===== src/hdl/svpt_pkg.sv =====
// ---------------------------------------------------------------------------
// svpt_pkg: shared types and constants for the scheduled valve pulse timer
// field widths, register codes, reset values and sequencer states
// ---------------------------------------------------------------------------
package svpt_pkg;

    // field widths
    localparam int HOUR_W   = 5;
    localparam int MINUTE_W = 6;
    localparam int DAY_W    = 9;
    localparam int MS_W     = 32;
    localparam int MOD_W    = 11;   // minute of day
    localparam int PER_W    = 9;
    localparam int PULSE_W  = 16;
    localparam int CFG_W    = 16;   // widest register
    localparam int CFG_IDX_W = 3;

    // serial datapath
    localparam int DIGIT_W   = 4;
    localparam int DIGITS    = MS_W / DIGIT_W;
    localparam int DIV_STEPS = DAY_W;
    localparam int CNT_W     = 4;

    // time constants
    localparam int C_MIN_PER_HOUR = 60;
    localparam int C_DAY_MINUTES  = 1440;
    localparam int C_WRAP_LIMIT   = 1441;

    // register reset values
    localparam logic [MOD_W-1:0]   C_START_RESET  = '0;
    localparam logic [MOD_W-1:0]   C_DUR_RESET    = '0;
    localparam logic [PER_W-1:0]   C_PERIOD_RESET = PER_W'(1);
    localparam logic [PULSE_W-1:0] C_ON_RESET     = PULSE_W'(3000);
    localparam logic [PULSE_W-1:0] C_OFF_RESET    = PULSE_W'(10000);

    typedef enum logic [CFG_IDX_W-1:0] {
        CFG_START_MINUTE = 3'd0,
        CFG_DURATION     = 3'd1,
        CFG_PERIOD_DAYS  = 3'd2,
        CFG_ON_MS        = 3'd3,
        CFG_OFF_MS       = 3'd4
    } t_cfg_idx;

    typedef enum logic [1:0] {
        ST_IDLE = 2'd0,
        ST_DIV  = 2'd1,
        ST_CMP  = 2'd2,
        ST_DONE = 2'd3
    } t_state;

endpackage


===== src/hdl/scheduled_valve_pulse_timer_core.sv =====
// ---------------------------------------------------------------------------
// scheduled_valve_pulse_timer_core: daily window valve pulse timer
// sequence per input beat: ST_DIV (9 division steps), ST_CMP (8 timestamp digits),
// then ST_DONE until the output register can take the result; no new beat until ST_IDLE
// the work is done by the bit-serial day modulo and the 4-bit digit timestamp unit
// synchronous active-low reset: config registers to defaults, pulse state cleared
// ---------------------------------------------------------------------------
module scheduled_valve_pulse_timer_core (
    input  logic                          i_clk,
    input  logic                          i_rst_n,
    // configuration write port
    input  logic                          i_cfg_we,
    input  svpt_pkg::t_cfg_idx            i_cfg_idx,
    input  logic [svpt_pkg::CFG_W-1:0]    i_cfg_data,
    // input channel
    input  logic                          i_valid,
    output logic                          o_ready,
    input  logic [svpt_pkg::HOUR_W-1:0]   i_hour,
    input  logic [svpt_pkg::MINUTE_W-1:0] i_minute,
    input  logic [svpt_pkg::DAY_W-1:0]    i_day_of_year,
    input  logic [svpt_pkg::MS_W-1:0]     i_now_ms,
    input  logic                          i_force_req,
    // result channel
    output logic                          o_valid,
    input  logic                          i_ready,
    output logic                          o_valve_on
);
    import svpt_pkg::*;

    // configuration registers
    logic [MOD_W-1:0]   r_start;
    logic [MOD_W-1:0]   r_dur;
    logic [PER_W-1:0]   r_period;
    logic [PULSE_W-1:0] r_on;
    logic [PULSE_W-1:0] r_off;

    // persistent pulse state
    logic               r_was_active;
    logic               r_pulse;
    logic [MS_W-1:0]    r_cs;       // cycle start, rotates during digit pass
    logic [MS_W-1:0]    r_ofs;      // next toggle offset, rotates during digit pass

    // per-beat working registers
    t_state             r_state;
    t_state             n_state;
    logic [CNT_W-1:0]   r_cnt;
    logic [DAY_W-1:0]   r_day;      // dividend, shifted out msb first
    logic [PER_W-1:0]   r_rem;      // partial remainder
    logic [MOD_W-1:0]   r_cur;      // minute of day
    logic               r_force;
    logic               r_active;
    logic [MS_W-1:0]    r_now;      // shifted out lsb digit first
    logic [MS_W-1:0]    r_add;      // addend for the offset
    logic [MS_W-1:0]    r_sum;      // candidate new offset
    logic               r_b1;       // borrow of now - start
    logic               r_b2;       // borrow of elapsed - offset
    logic               r_c;        // carry of offset + addend

    // output register
    logic               r_out_valid;
    logic               r_valve;

    // ---------------------------------------------------------------
    // minute of day at the input, narrow constant multiply
    // ---------------------------------------------------------------
    logic [MOD_W-1:0] in_cur;
    assign in_cur = MOD_W'(MOD_W'(i_hour) * MOD_W'(C_MIN_PER_HOUR)) + MOD_W'(i_minute);

    // ---------------------------------------------------------------
    // daily window test, from registered minute and config
    // ---------------------------------------------------------------
    logic [MOD_W:0] win_end;
    logic [MOD_W:0] cur_x;
    logic           in_win;

    assign win_end = {1'b0, r_start} + {1'b0, r_dur};
    assign cur_x   = {1'b0, r_cur};

    always_comb begin
        if (r_dur == '0) begin
            in_win = 1'b0;
        end else if (win_end <= (MOD_W+1)'(C_DAY_MINUTES)) begin
            in_win = ({1'b0, r_start} <= cur_x) && (cur_x < win_end);
        end else begin
            // window runs past midnight
            in_win = (({1'b0, r_start} <= cur_x) && (cur_x < (MOD_W+1)'(C_WRAP_LIMIT)))
                  || (cur_x < (win_end - (MOD_W+1)'(C_DAY_MINUTES)));
        end
    end

    // ---------------------------------------------------------------
    // one restoring division step per cycle: day mod period
    // ---------------------------------------------------------------
    logic [PER_W:0]   rem_sh;
    logic             rem_ge;
    logic [PER_W-1:0] n_rem;
    logic             n_active;

    assign rem_sh = {r_rem, r_day[DAY_W-1]};
    assign rem_ge = rem_sh >= {1'b0, r_period};
    assign n_rem  = rem_ge ? PER_W'(rem_sh - {1'b0, r_period}) : rem_sh[PER_W-1:0];

    // only meaningful on the last division step
    assign n_active = (in_win && (r_period != '0) && (n_rem == '0)) || r_force;

    // ---------------------------------------------------------------
    // timestamp digit unit: elapsed = now - start, compare with offset,
    // and offset + addend formed alongside
    // ---------------------------------------------------------------
    logic                rise;
    logic [DIGIT_W-1:0]  now_d;
    logic [DIGIT_W-1:0]  cse_d;
    logic [DIGIT_W-1:0]  ofe_d;
    logic [DIGIT_W:0]    d1;
    logic [DIGIT_W:0]    d2;
    logic [DIGIT_W:0]    s1;

    assign rise  = r_active && !r_was_active;
    assign now_d = r_now[DIGIT_W-1:0];
    // on a rise the pattern restarts: start = now, offset = 0
    assign cse_d = rise ? now_d : r_cs[DIGIT_W-1:0];
    assign ofe_d = rise ? '0 : r_ofs[DIGIT_W-1:0];
    assign d1 = {1'b0, now_d} - {1'b0, cse_d} - (DIGIT_W+1)'(r_b1);
    assign d2 = {1'b0, d1[DIGIT_W-1:0]} - {1'b0, ofe_d} - (DIGIT_W+1)'(r_b2);
    assign s1 = {1'b0, ofe_d} + {1'b0, r_add[DIGIT_W-1:0]} + (DIGIT_W+1)'(r_c);

    // ---------------------------------------------------------------
    // commit: elapsed >= offset when the final borrow is clear
    // ---------------------------------------------------------------
    logic can_commit;
    logic toggle;
    logic new_pulse;

    assign can_commit = !r_out_valid || i_ready;
    assign toggle     = r_active && !r_b2;
    assign new_pulse  = r_active && (toggle ? !r_pulse : r_pulse);

    // ---------------------------------------------------------------
    // sequencer
    // ---------------------------------------------------------------
    always_comb begin
        n_state = r_state;
        case (r_state)
            ST_IDLE: begin
                if (i_valid) begin
                    n_state = ST_DIV;
                end
            end
            ST_DIV: begin
                if (r_cnt == CNT_W'(DIV_STEPS - 1)) begin
                    n_state = ST_CMP;
                end
            end
            ST_CMP: begin
                if (r_cnt == CNT_W'(DIGITS - 1)) begin
                    n_state = ST_DONE;
                end
            end
            ST_DONE: begin
                if (can_commit) begin
                    n_state = ST_IDLE;
                end
            end
            default: n_state = ST_IDLE;
        endcase
    end

    always_ff @(posedge i_clk) begin
        if (!i_rst_n) begin
            r_state <= ST_IDLE;
        end else begin
            r_state <= n_state;
        end
    end

    // ---------------------------------------------------------------
    // configuration registers
    // ---------------------------------------------------------------
    always_ff @(posedge i_clk) begin
        if (!i_rst_n) begin
            r_start  <= C_START_RESET;
            r_dur    <= C_DUR_RESET;
            r_period <= C_PERIOD_RESET;
            r_on     <= C_ON_RESET;
            r_off    <= C_OFF_RESET;
        end else if (i_cfg_we) begin
            case (i_cfg_idx)
                CFG_START_MINUTE: r_start  <= i_cfg_data[MOD_W-1:0];
                CFG_DURATION:     r_dur    <= i_cfg_data[MOD_W-1:0];
                CFG_PERIOD_DAYS:  r_period <= i_cfg_data[PER_W-1:0];
                CFG_ON_MS:        r_on     <= i_cfg_data[PULSE_W-1:0];
                CFG_OFF_MS:       r_off    <= i_cfg_data[PULSE_W-1:0];
                default: ;
            endcase
        end
    end

    // ---------------------------------------------------------------
    // working datapath
    // ---------------------------------------------------------------
    always_ff @(posedge i_clk) begin
        case (r_state)
            ST_IDLE: begin
                r_cnt   <= '0;
                r_day   <= i_day_of_year;
                r_rem   <= '0;
                r_cur   <= in_cur;
                r_force <= i_force_req;
                r_now   <= i_now_ms;
                // level after a toggle picks the addend
                r_add   <= MS_W'(r_pulse ? r_off : r_on);
                r_b1    <= 1'b0;
                r_b2    <= 1'b0;
                r_c     <= 1'b0;
            end
            ST_DIV: begin
                r_rem <= n_rem;
                r_day <= {r_day[DAY_W-2:0], 1'b0};
                if (r_cnt == CNT_W'(DIV_STEPS - 1)) begin
                    r_cnt    <= '0;
                    r_active <= n_active;
                end else begin
                    r_cnt <= r_cnt + 1'b1;
                end
            end
            ST_CMP: begin
                r_cnt <= r_cnt + 1'b1;
                r_now <= {{DIGIT_W{1'b0}}, r_now[MS_W-1:DIGIT_W]};
                r_add <= {{DIGIT_W{1'b0}}, r_add[MS_W-1:DIGIT_W]};
                r_sum <= {s1[DIGIT_W-1:0], r_sum[MS_W-1:DIGIT_W]};
                r_b1  <= d1[DIGIT_W];
                r_b2  <= d2[DIGIT_W];
                r_c   <= s1[DIGIT_W];
            end
            ST_DONE: ;
            default: ;
        endcase
    end

    // ---------------------------------------------------------------
    // persistent pulse state and output register
    // ---------------------------------------------------------------
    always_ff @(posedge i_clk) begin
        if (!i_rst_n) begin
            r_was_active <= 1'b0;
            r_pulse      <= 1'b0;
            r_cs         <= '0;
            r_ofs        <= '0;
            r_out_valid  <= 1'b0;
            r_valve      <= 1'b0;
        end else begin
            if (r_state == ST_CMP) begin
                // start and offset rotate back into place over the digit pass
                r_cs  <= {cse_d, r_cs[MS_W-1:DIGIT_W]};
                r_ofs <= {ofe_d, r_ofs[MS_W-1:DIGIT_W]};
            end
            if ((r_state == ST_DONE) && can_commit) begin
                r_was_active <= r_active;
                r_pulse      <= new_pulse;
                if (toggle) begin
                    r_ofs <= r_sum;
                end
                r_out_valid  <= 1'b1;
                r_valve      <= new_pulse;
            end else if (r_out_valid && i_ready) begin
                r_out_valid <= 1'b0;
            end
        end
    end

    assign o_ready    = (r_state == ST_IDLE);
    assign o_valid    = r_out_valid;
    assign o_valve_on = r_valve;

endmodule

===== config.mk =====
export PLATFORM = sky130hd
export DESIGN_NAME = scheduled_valve_pulse_timer_core
export DESIGN_NICKNAME = d
export VERILOG_FILES = /design/src/hdl/svpt_pkg.sv /design/src/hdl/scheduled_valve_pulse_timer_core.sv
export SDC_FILE = /design/constraint.sdc
export NUM_CORES = 1
export LEC_CHECK = 0
export ABC_AREA = 1
export BUFFER_PORTS_ARGS = -buffer_cell sky130_fd_sc_hd__buf_2
export CAP_MARGIN = 40
export CORE_ASPECT_RATIO = 0.9
export CORE_MARGIN = 2
export CORE_UTILIZATION = 40
export CTS_BUF_LIST = sky130_fd_sc_hd__clkbuf_2
export DETAILED_ROUTE_END_ITERATION = 10
export MAX_ROUTING_LAYER = met4
export SKIP_CTS_REPAIR_TIMING = 1
export SYNTH_ARGS = -nofsm -noshare
export SYNTH_HDL_FRONTEND = slang
export SYNTH_SLANG_ARGS = --single-unit

===== constraint.sdc =====
create_clock -name i_clk -period 5.39 [get_ports i_clk]
set_input_delay 0.8085 -clock i_clk [delete_from_list [all_inputs] [get_ports i_clk]]
set_output_delay 0.8085 -clock i_clk [all_outputs]
set_load 0.02 [all_outputs]

Yosys cells after proc, flatten, opt, wreduce, memory -nomap -nowiden

Cells that the tools add are included.

Muxes and demuxes: 26
$lt $le $gt $ge: 6
$add $sub $neg: 11
Reduce and logical (&&, ||, !) cells: 32
$mul: 1
Equality and inequality tests: 13

Operator list:

| cell                     | number |
|---|---|
| $pmux W32 S2             | 2 |
| $mux W32                 | 3 |
| $pmux W9 S2              | 2 |
| $lt A11 B12 Y1           | 2 |
| $mux W16                 | 1 |
| $add A11 B11 Y12         | 1 |
| $le A12 B11 Y1 const B   | 1 |
| $mux W4                  | 3 |
| $pmux W4 S3              | 1 |
| $reduce_and A2 Y1        | 6 |
| $sub A12 B11 Y12 const B | 1 |
| $add A11 B6 Y11          | 1 |
| $le A11 B11 Y1           | 1 |
| $logic_not A11 Y1        | 1 |
| $lt A11 B11 Y1 const B   | 1 |
| $ge A10 B9 Y1            | 1 |
| $sub A4 B4 Y5            | 2 |
| $sub A5 B1 Y5            | 2 |
| $logic_and A1 B1 Y1      | 9 |
| $logic_not A9 Y1         | 1 |
| $mul A5 B4 Y9 const B    | 1 |
| $mux W9                  | 1 |
| $reduce_bool A9 Y1       | 1 |
| $sub A9 B9 Y9            | 1 |
| other kinds (22)         | 43 |

Output and inout port bits: 3
Bits in registers: 266
Word-level logic and storage cells: 112

Longest topological paths before layout

Depth in word-level cells: 9
Gate-level depth with buffers: 26
Mapped depth without buffers: 26

Worst setup path after synthesis

OpenSTA, ideal clock, no wires.

Path type: in2reg
From: in i_hour[0] in the netlist's numbering
To: reg r_cur[10], data pin
Buffers on the path: 0
Cell stages on the path: 13
Path slack: 1.497 ns
Arrival: 3.631 ns
Setup time: 0.263 ns
Cell sequence: fa_1 inv_1 fa_1 fa_1 inv_1 ha_1 a21oi_1 inv_1 a31oi_1 or3b_2 nor2_1 nand2_1 xor2_1

Cells in the longest elaborated chain, start to end: 2

Ends and longest elaborated chain:

| item                 | line                                    | source |
|---|---|---|
| start, declared      | scheduled_valve_pulse_timer_core.sv:18  | `input logic [svpt_pkg::HOUR_W-1:0] i_hour,` |
| $mul A5 B4 Y9        | scheduled_valve_pulse_timer_core.sv:67  | `assign in_cur = MOD_W'(MOD_W'(i_hour) * MOD_W'(C_MIN_PER_HOUR)) + MOD_W'(i_minute);` |
| $add A11 B6 Y11      | scheduled_valve_pulse_timer_core.sv:67  |  |
| net in_cur[10]       | scheduled_valve_pulse_timer_core.sv:66  | `logic [MOD_W-1:0] in_cur;` |
| end signal, assigned | scheduled_valve_pulse_timer_core.sv:207 | `r_cur <= in_cur;` |
| end, declared        | scheduled_valve_pulse_timer_core.sv:49  | `logic [MOD_W-1:0] r_cur;` |

The timed path passes the listed nets, and every way through them passes these cells.
A chain may end at the register's enable or synchronous reset.

Final worst setup path

From: reg r_dur[0]
To: reg r_active, data pin

Cells in the longest elaborated chain, start to end: 9
Elaborated cells between the ends (all ways): 13

Ends and longest elaborated chain:

| item                               | line                                    | source |
|---|---|---|
| start, declared                    | scheduled_valve_pulse_timer_core.sv:32  | `logic [MOD_W-1:0] r_dur;` |
| start signal, assigned             | scheduled_valve_pulse_timer_core.sv:189 | `CFG_DURATION: r_dur <= i_cfg_data[MOD_W-1:0];` |
| $add A11 B11 Y12                   | scheduled_valve_pulse_timer_core.sv:76  | `assign win_end = {1'b0, r_start} + {1'b0, r_dur};` |
| $sub A12 B11 Y12                   | scheduled_valve_pulse_timer_core.sv:87  | `\|\| (cur_x < (win_end - (MOD_W+1)'(C_DAY_MINUTES)));` |
| $lt A11 B12 Y1                     | scheduled_valve_pulse_timer_core.sv:87  |  |
| $logic_or A1 B1 Y1                 | scheduled_valve_pulse_timer_core.sv:87  |  |
| $mux W1                            | scheduled_valve_pulse_timer_core.sv:82  | `end else if (win_end <= (MOD_W+1)'(C_DAY_MINUTES)) begin` |
| $mux W1 *                          | scheduled_valve_pulse_timer_core.sv:80  | `if (r_dur == '0) begin` |
| $logic_and A1 B1 Y1 * (2 in a row) | scheduled_valve_pulse_timer_core.sv:104 | `assign n_active = (in_win && (r_period != '0) && (n_rem == '0)) \|\| r_force;` |
| $logic_or A1 B1 Y1 *               | scheduled_valve_pulse_timer_core.sv:104 |  |
| net n_active                       | scheduled_valve_pulse_timer_core.sv:97  | `logic n_active;` |
| end signal, assigned               | scheduled_valve_pulse_timer_core.sv:221 | `r_active <= n_active;` |
| end, declared                      | scheduled_valve_pulse_timer_core.sv:51  | `logic r_active;` |

Mark *: on every way through the listed nets, which the timed path passes. The rest lies on a longest branch.

==> impl_metrics.py <==
metrics = {
    "power_and_ir_drop": {
        "vdd_drop_max_mv": 0.2109,
        "net-switching-power_uw": 2481,
        "p_comb_share_pct": 33.6,
        "p_per_area_nw_per_um2": 462.3,
        "leakage_uw": 0.006356,
        "seq_power_share_pct": 45.4,
        "swShare_pct": 38.13,
        "clkPwrFrac_pct": 21.0,
        "internal-power_uw": 4026,
    },
    "critical_path": {
        "crit_arrival_ps": 4150,
        "reg2reg_slack_ps": 1810,
        "worst_ep_required_time_ps": 5960,
        "start_kind": "register",
        "end_kind": "register",
        "r2r_start": "r_dur[0]$_SDFFE_PN0P_",
        "r2r-end": "r_active$_DFFE_PP_",
        "criticalPathCategory": "register to register",
        "r2r_cells": 26,
        "path_max_fanout": 5,
        "crit_start": "r_dur[0]$_SDFFE_PN0P_",
    },
    "grt": {
        "antenna_found_initial": 2,
        "grt-ovfl-total": 0,
        "grt_pass1_wl_um": 46140,
        "grt_max_degree": 101,
        "grt_pass1_vias": 9486,
        "grt_util_all_layers_pct": 17.49,
    },
    "timing": {
        "finalHoldViolCount": 0,
        "min_period_ps": 3576,
        "slew_headroom_pct": 40.32,
        "tightest_slew_ps": 895.2,
        "clock.fmax_ghz": 0.2796,
        "clock_skew_ps": 62.79,
        "setup_viol": 0,
        "slew_violations": 0,
        "rsz0062_at_grt": "false",
        "fin_crit_sh_pct": 66.35,
        "tns_ps": 0,
        "fin_hold_ws_ps": 126.8,
    },
    "cells_and_area": {
        "drive_gt1_share_pct": 13.57,
        "fill_cells": 3132,
        "area_growth_pct": 11.14,
        "final_core_util_pct": 45.31,
        "fin_nets": 1773,
    },
    "drt": {
        "routed_wl_um": 27830,
        "wl_per_cell_um": 13.50,
        "viasPerCell": 4.855,
        "ant_nets": 0,
        "drtPass1Iterations": 4,
        "vias": 10010,
        "drc": 0,
        "drtIter0Drc": 653,
    },
    "logic_synthesis": {
        "synthCells": 1499,
        "yosysSeqAreaShare_pct": 48.85,
        "synth-compound-area-share_pct": 10.87,
        "synth_warnings": 0,
        "ys_ff_latch": 250,
        "synth_top_family_by_area": "simple AND/OR/NAND/NOR gates",
        "postSynthAreaPerCell_um2": 8.448,
        "synth-adder-area-share_pct": 10.51,
        "synthesis.nets": 1674,
        "synth_xor_area_share_pct": 1.729,
        "muxShareOfSynthArea_pct": 0.1581,
        "synth_cell_types": 46,
        "syn_area_um2": 12660,
        "synthSimpleGateAreaFrac_pct": 21.71,
    },
    "clocking": {
        "cts_buffers": 68,
        "clock_latency_ps": 840,
        "cts_buffer_depth": 3,
        "ctsRootBufferMaster": "clkbuf_2",
        "clock_sinks": 250,
        "htree_levels": 3,
        "cts_tree": "yes",
        "clkTransAtPathRegs_ps": 130,
    },
    "floorplanning": {
        "die_h_um": 172.8,
        "die_width_um": 191.6,
        "io_pins": 80,
        "coreArea_um2": 31060,
        "initial_utilization_pct": 40.77,
        "fp-row-count": 61,
        "dieArea_um2": 33100,
    },
    "min_path": {
        "min_to": "r_force$_DFFE_PP_",
        "hp-start": "i_force_req",
        "whs_path_depth": 1,
        "hold_path.class": "input port to register",
    },
    "placed_design": {
        "place_hpwl_um": 18690,
        "gp_congestion": 0.8964,
        "place.port_buffers": 79,
    },
    "flow_run": {
        "cap_violations": 0,
    },
    "status": {
        "status": "complete, no violations",
    },
}
==> power by group through the flow <==
stage          Clock [uW]  Combinational (uW)  Sequential (uW)
2_1_floorplan           0                1700             2920
3_3_place_gp            0                2140             2990
3_5_place_dp            0                2190             3000
4_1_cts              1410                2200             2960
5_1_grt              1520                2510             3020
6_report             1370                2180             2960
==> routing by layer <==
metal  routed length, um  GRT usage [%]
met5                   0              -
met4                 554          5.385
met3                1268          3.856
met2               11970          24.73
met1               14030          24.84
==> placed cells by master, fill, tap and decap left out, types with 2 or more instances in the layout <==
cell / count
or2_2: 3
nand2_2: 9
mux2i_1: 2
inv_2: 2
nand3_1: 50
clkinv_1: 16
clkinv_2: 3
o21ai_0: 107
o211ai_1: 2
nand4_1: 8
xnor2_1: 6
nor4_1: 5
nand3b_1: 4
dfxtp_1: 132
a21oi_1: 80
buf_4: 7
a311oi_1: 28
nor3_1: 11
clkbuf_2: 104
nand2_1: 346
o22ai_1: 2
a21o_1: 2
o21ai_2: 4
ha_1: 83
a31oi_1: 7
nor2_1: 233
diode_2: 2
inv_1: 140
o21ai_1: 2
buf_2: 80
a21boi_0: 2
nor3b_1: 2
edfxtp_1: 118
fa_1: 14
xor2_1: 19
==> how the worst max path moves through the flow <==
stage / endpoint / slack, ps / depth (start not counted)
6_report: r_active$_DFFE_PP_ / 1810 / 26
5_1_grt: r_active$_DFFE_PP_ / 1380 / 26
4_1_cts: r_active$_DFFE_PP_ / 1800 / 26
3_5_place_dp: r_cur[10]$_DFFE_PP_ / 1200 / 14
3_3_place_gp: r_cur[10]$_DFFE_PP_ / 1270 / 14
2_1_floorplan: r_cur[10]$_DFFE_PP_ / 1500 / 13
==> worst max-delay path, cell delays in order, from the launching register on <==
cell and delay, ps:
dfxtp_1 390, ha_1 220, inv_1 70, fa_1 420
inv_1 80, nand2_1 40, nand2_1 130, nand2_1 100
o21ai_1 190, nand2_1 100, nand2_1 170, ha_1 200
xor2_1 80, ha_1 290, nand2_1 70, nor2_1 120
nor3_1 50, nand2_1 70, nand2_1 50, nand2_1 50
nand2_1 50, nand2_1 60, nand4_1 90, nand2_1 70
nand2_1 70, nand2_1 60, nand2_1 40
==> layout make-up <==
type	count	area (um^2)	share of cell area, %
Antenna cell	2	5.005	0.03556
Multi-Input combinational cell	1045	5710	40.57
Clock buffer	104	520.5	3.698
Sequential cell	250	6186	43.95
Clock inverter	19	103.9	0.7378
Tap cell	409	511.7	3.636
Timing Repair Buffer	89	495.5	3.520
Inverter	144	541.8	3.849
==> synthesized netlist by cell type, drive strengths merged <==
cell type | number | area, um^2
a211oi | 1 | 7.510
nand3b | 4 | 30.03
xor2 | 19 | 166.4
clkinv | 2 | 7.510
nor3 | 11 | 55.05
o21bai | 1 | 7.510
nor4 | 5 | 31.28
xnor2 | 6 | 52.55
or2 | 3 | 18.77
o21a | 1 | 7.510
o311ai | 1 | 8.760
ha | 84 | 1051
dfxtp | 132 | 2643
clkbuf | 57 | 214.0
nand2 | 357 | 1384
a31oi | 7 | 43.79
a311oi | 28 | 245.2
o211ai | 2 | 15.01
fa | 14 | 280.3
o2111ai | 1 | 8.760
a21oi | 81 | 409.1
o21ai | 113 | 580.6
mux2i | 2 | 20.02
inv | 142 | 533.0
nor3b | 2 | 15.01
edfxtp | 118 | 3543
nor2 | 234 | 880.9
nand3 | 51 | 260.3
o22ai | 2 | 12.51
and2 | 2 | 15.02
a21o | 2 | 15.01
nand4 | 8 | 50.05
or3b | 1 | 8.760
buf | 3 | 27.53
a21boi | 2 | 15.01
==> per-stage QoR <==
step                instances  total power, uW  worst slack (ps)  area, um^2
detailed placement       1937             5188              1201       13450
floorplan                1499             4620              1497       12660
global route             2062             7051              1385       14070
global placement         1934             5126              1270       13400
CTS                      2060             6575              1801       14070
finish                   2062             6507              1814       14070
==> cell families (layout without fill, tap and decap cells) <==
family / after synthesis / count (layout)
AND/OR/NAND/NOR: 678 / 678
flip-flops: 250 / 250
AO/OA/AOI/OAI: 242 / 242
buffers and inverters: 204 / 356
adder cells (fa/ha/maj): 98 / 98
XOR/XNOR: 25 / 25
multiplexers: 2 / 2
other: 0 / 2
==> state kept, by name (all words and copies together) (netlist names), 2 cells and up <==
name and flops:
r_add 16, r_cur 11, r_day 9, r_now 32, r_cnt 4, r_off 16
r_sum 32, r_period 9, r_dur 11, r_state 2, r_rem 9, r_start 11
r_ofs 32, r_cs 32, r_on 16
(Power assumes the default switching activity.)
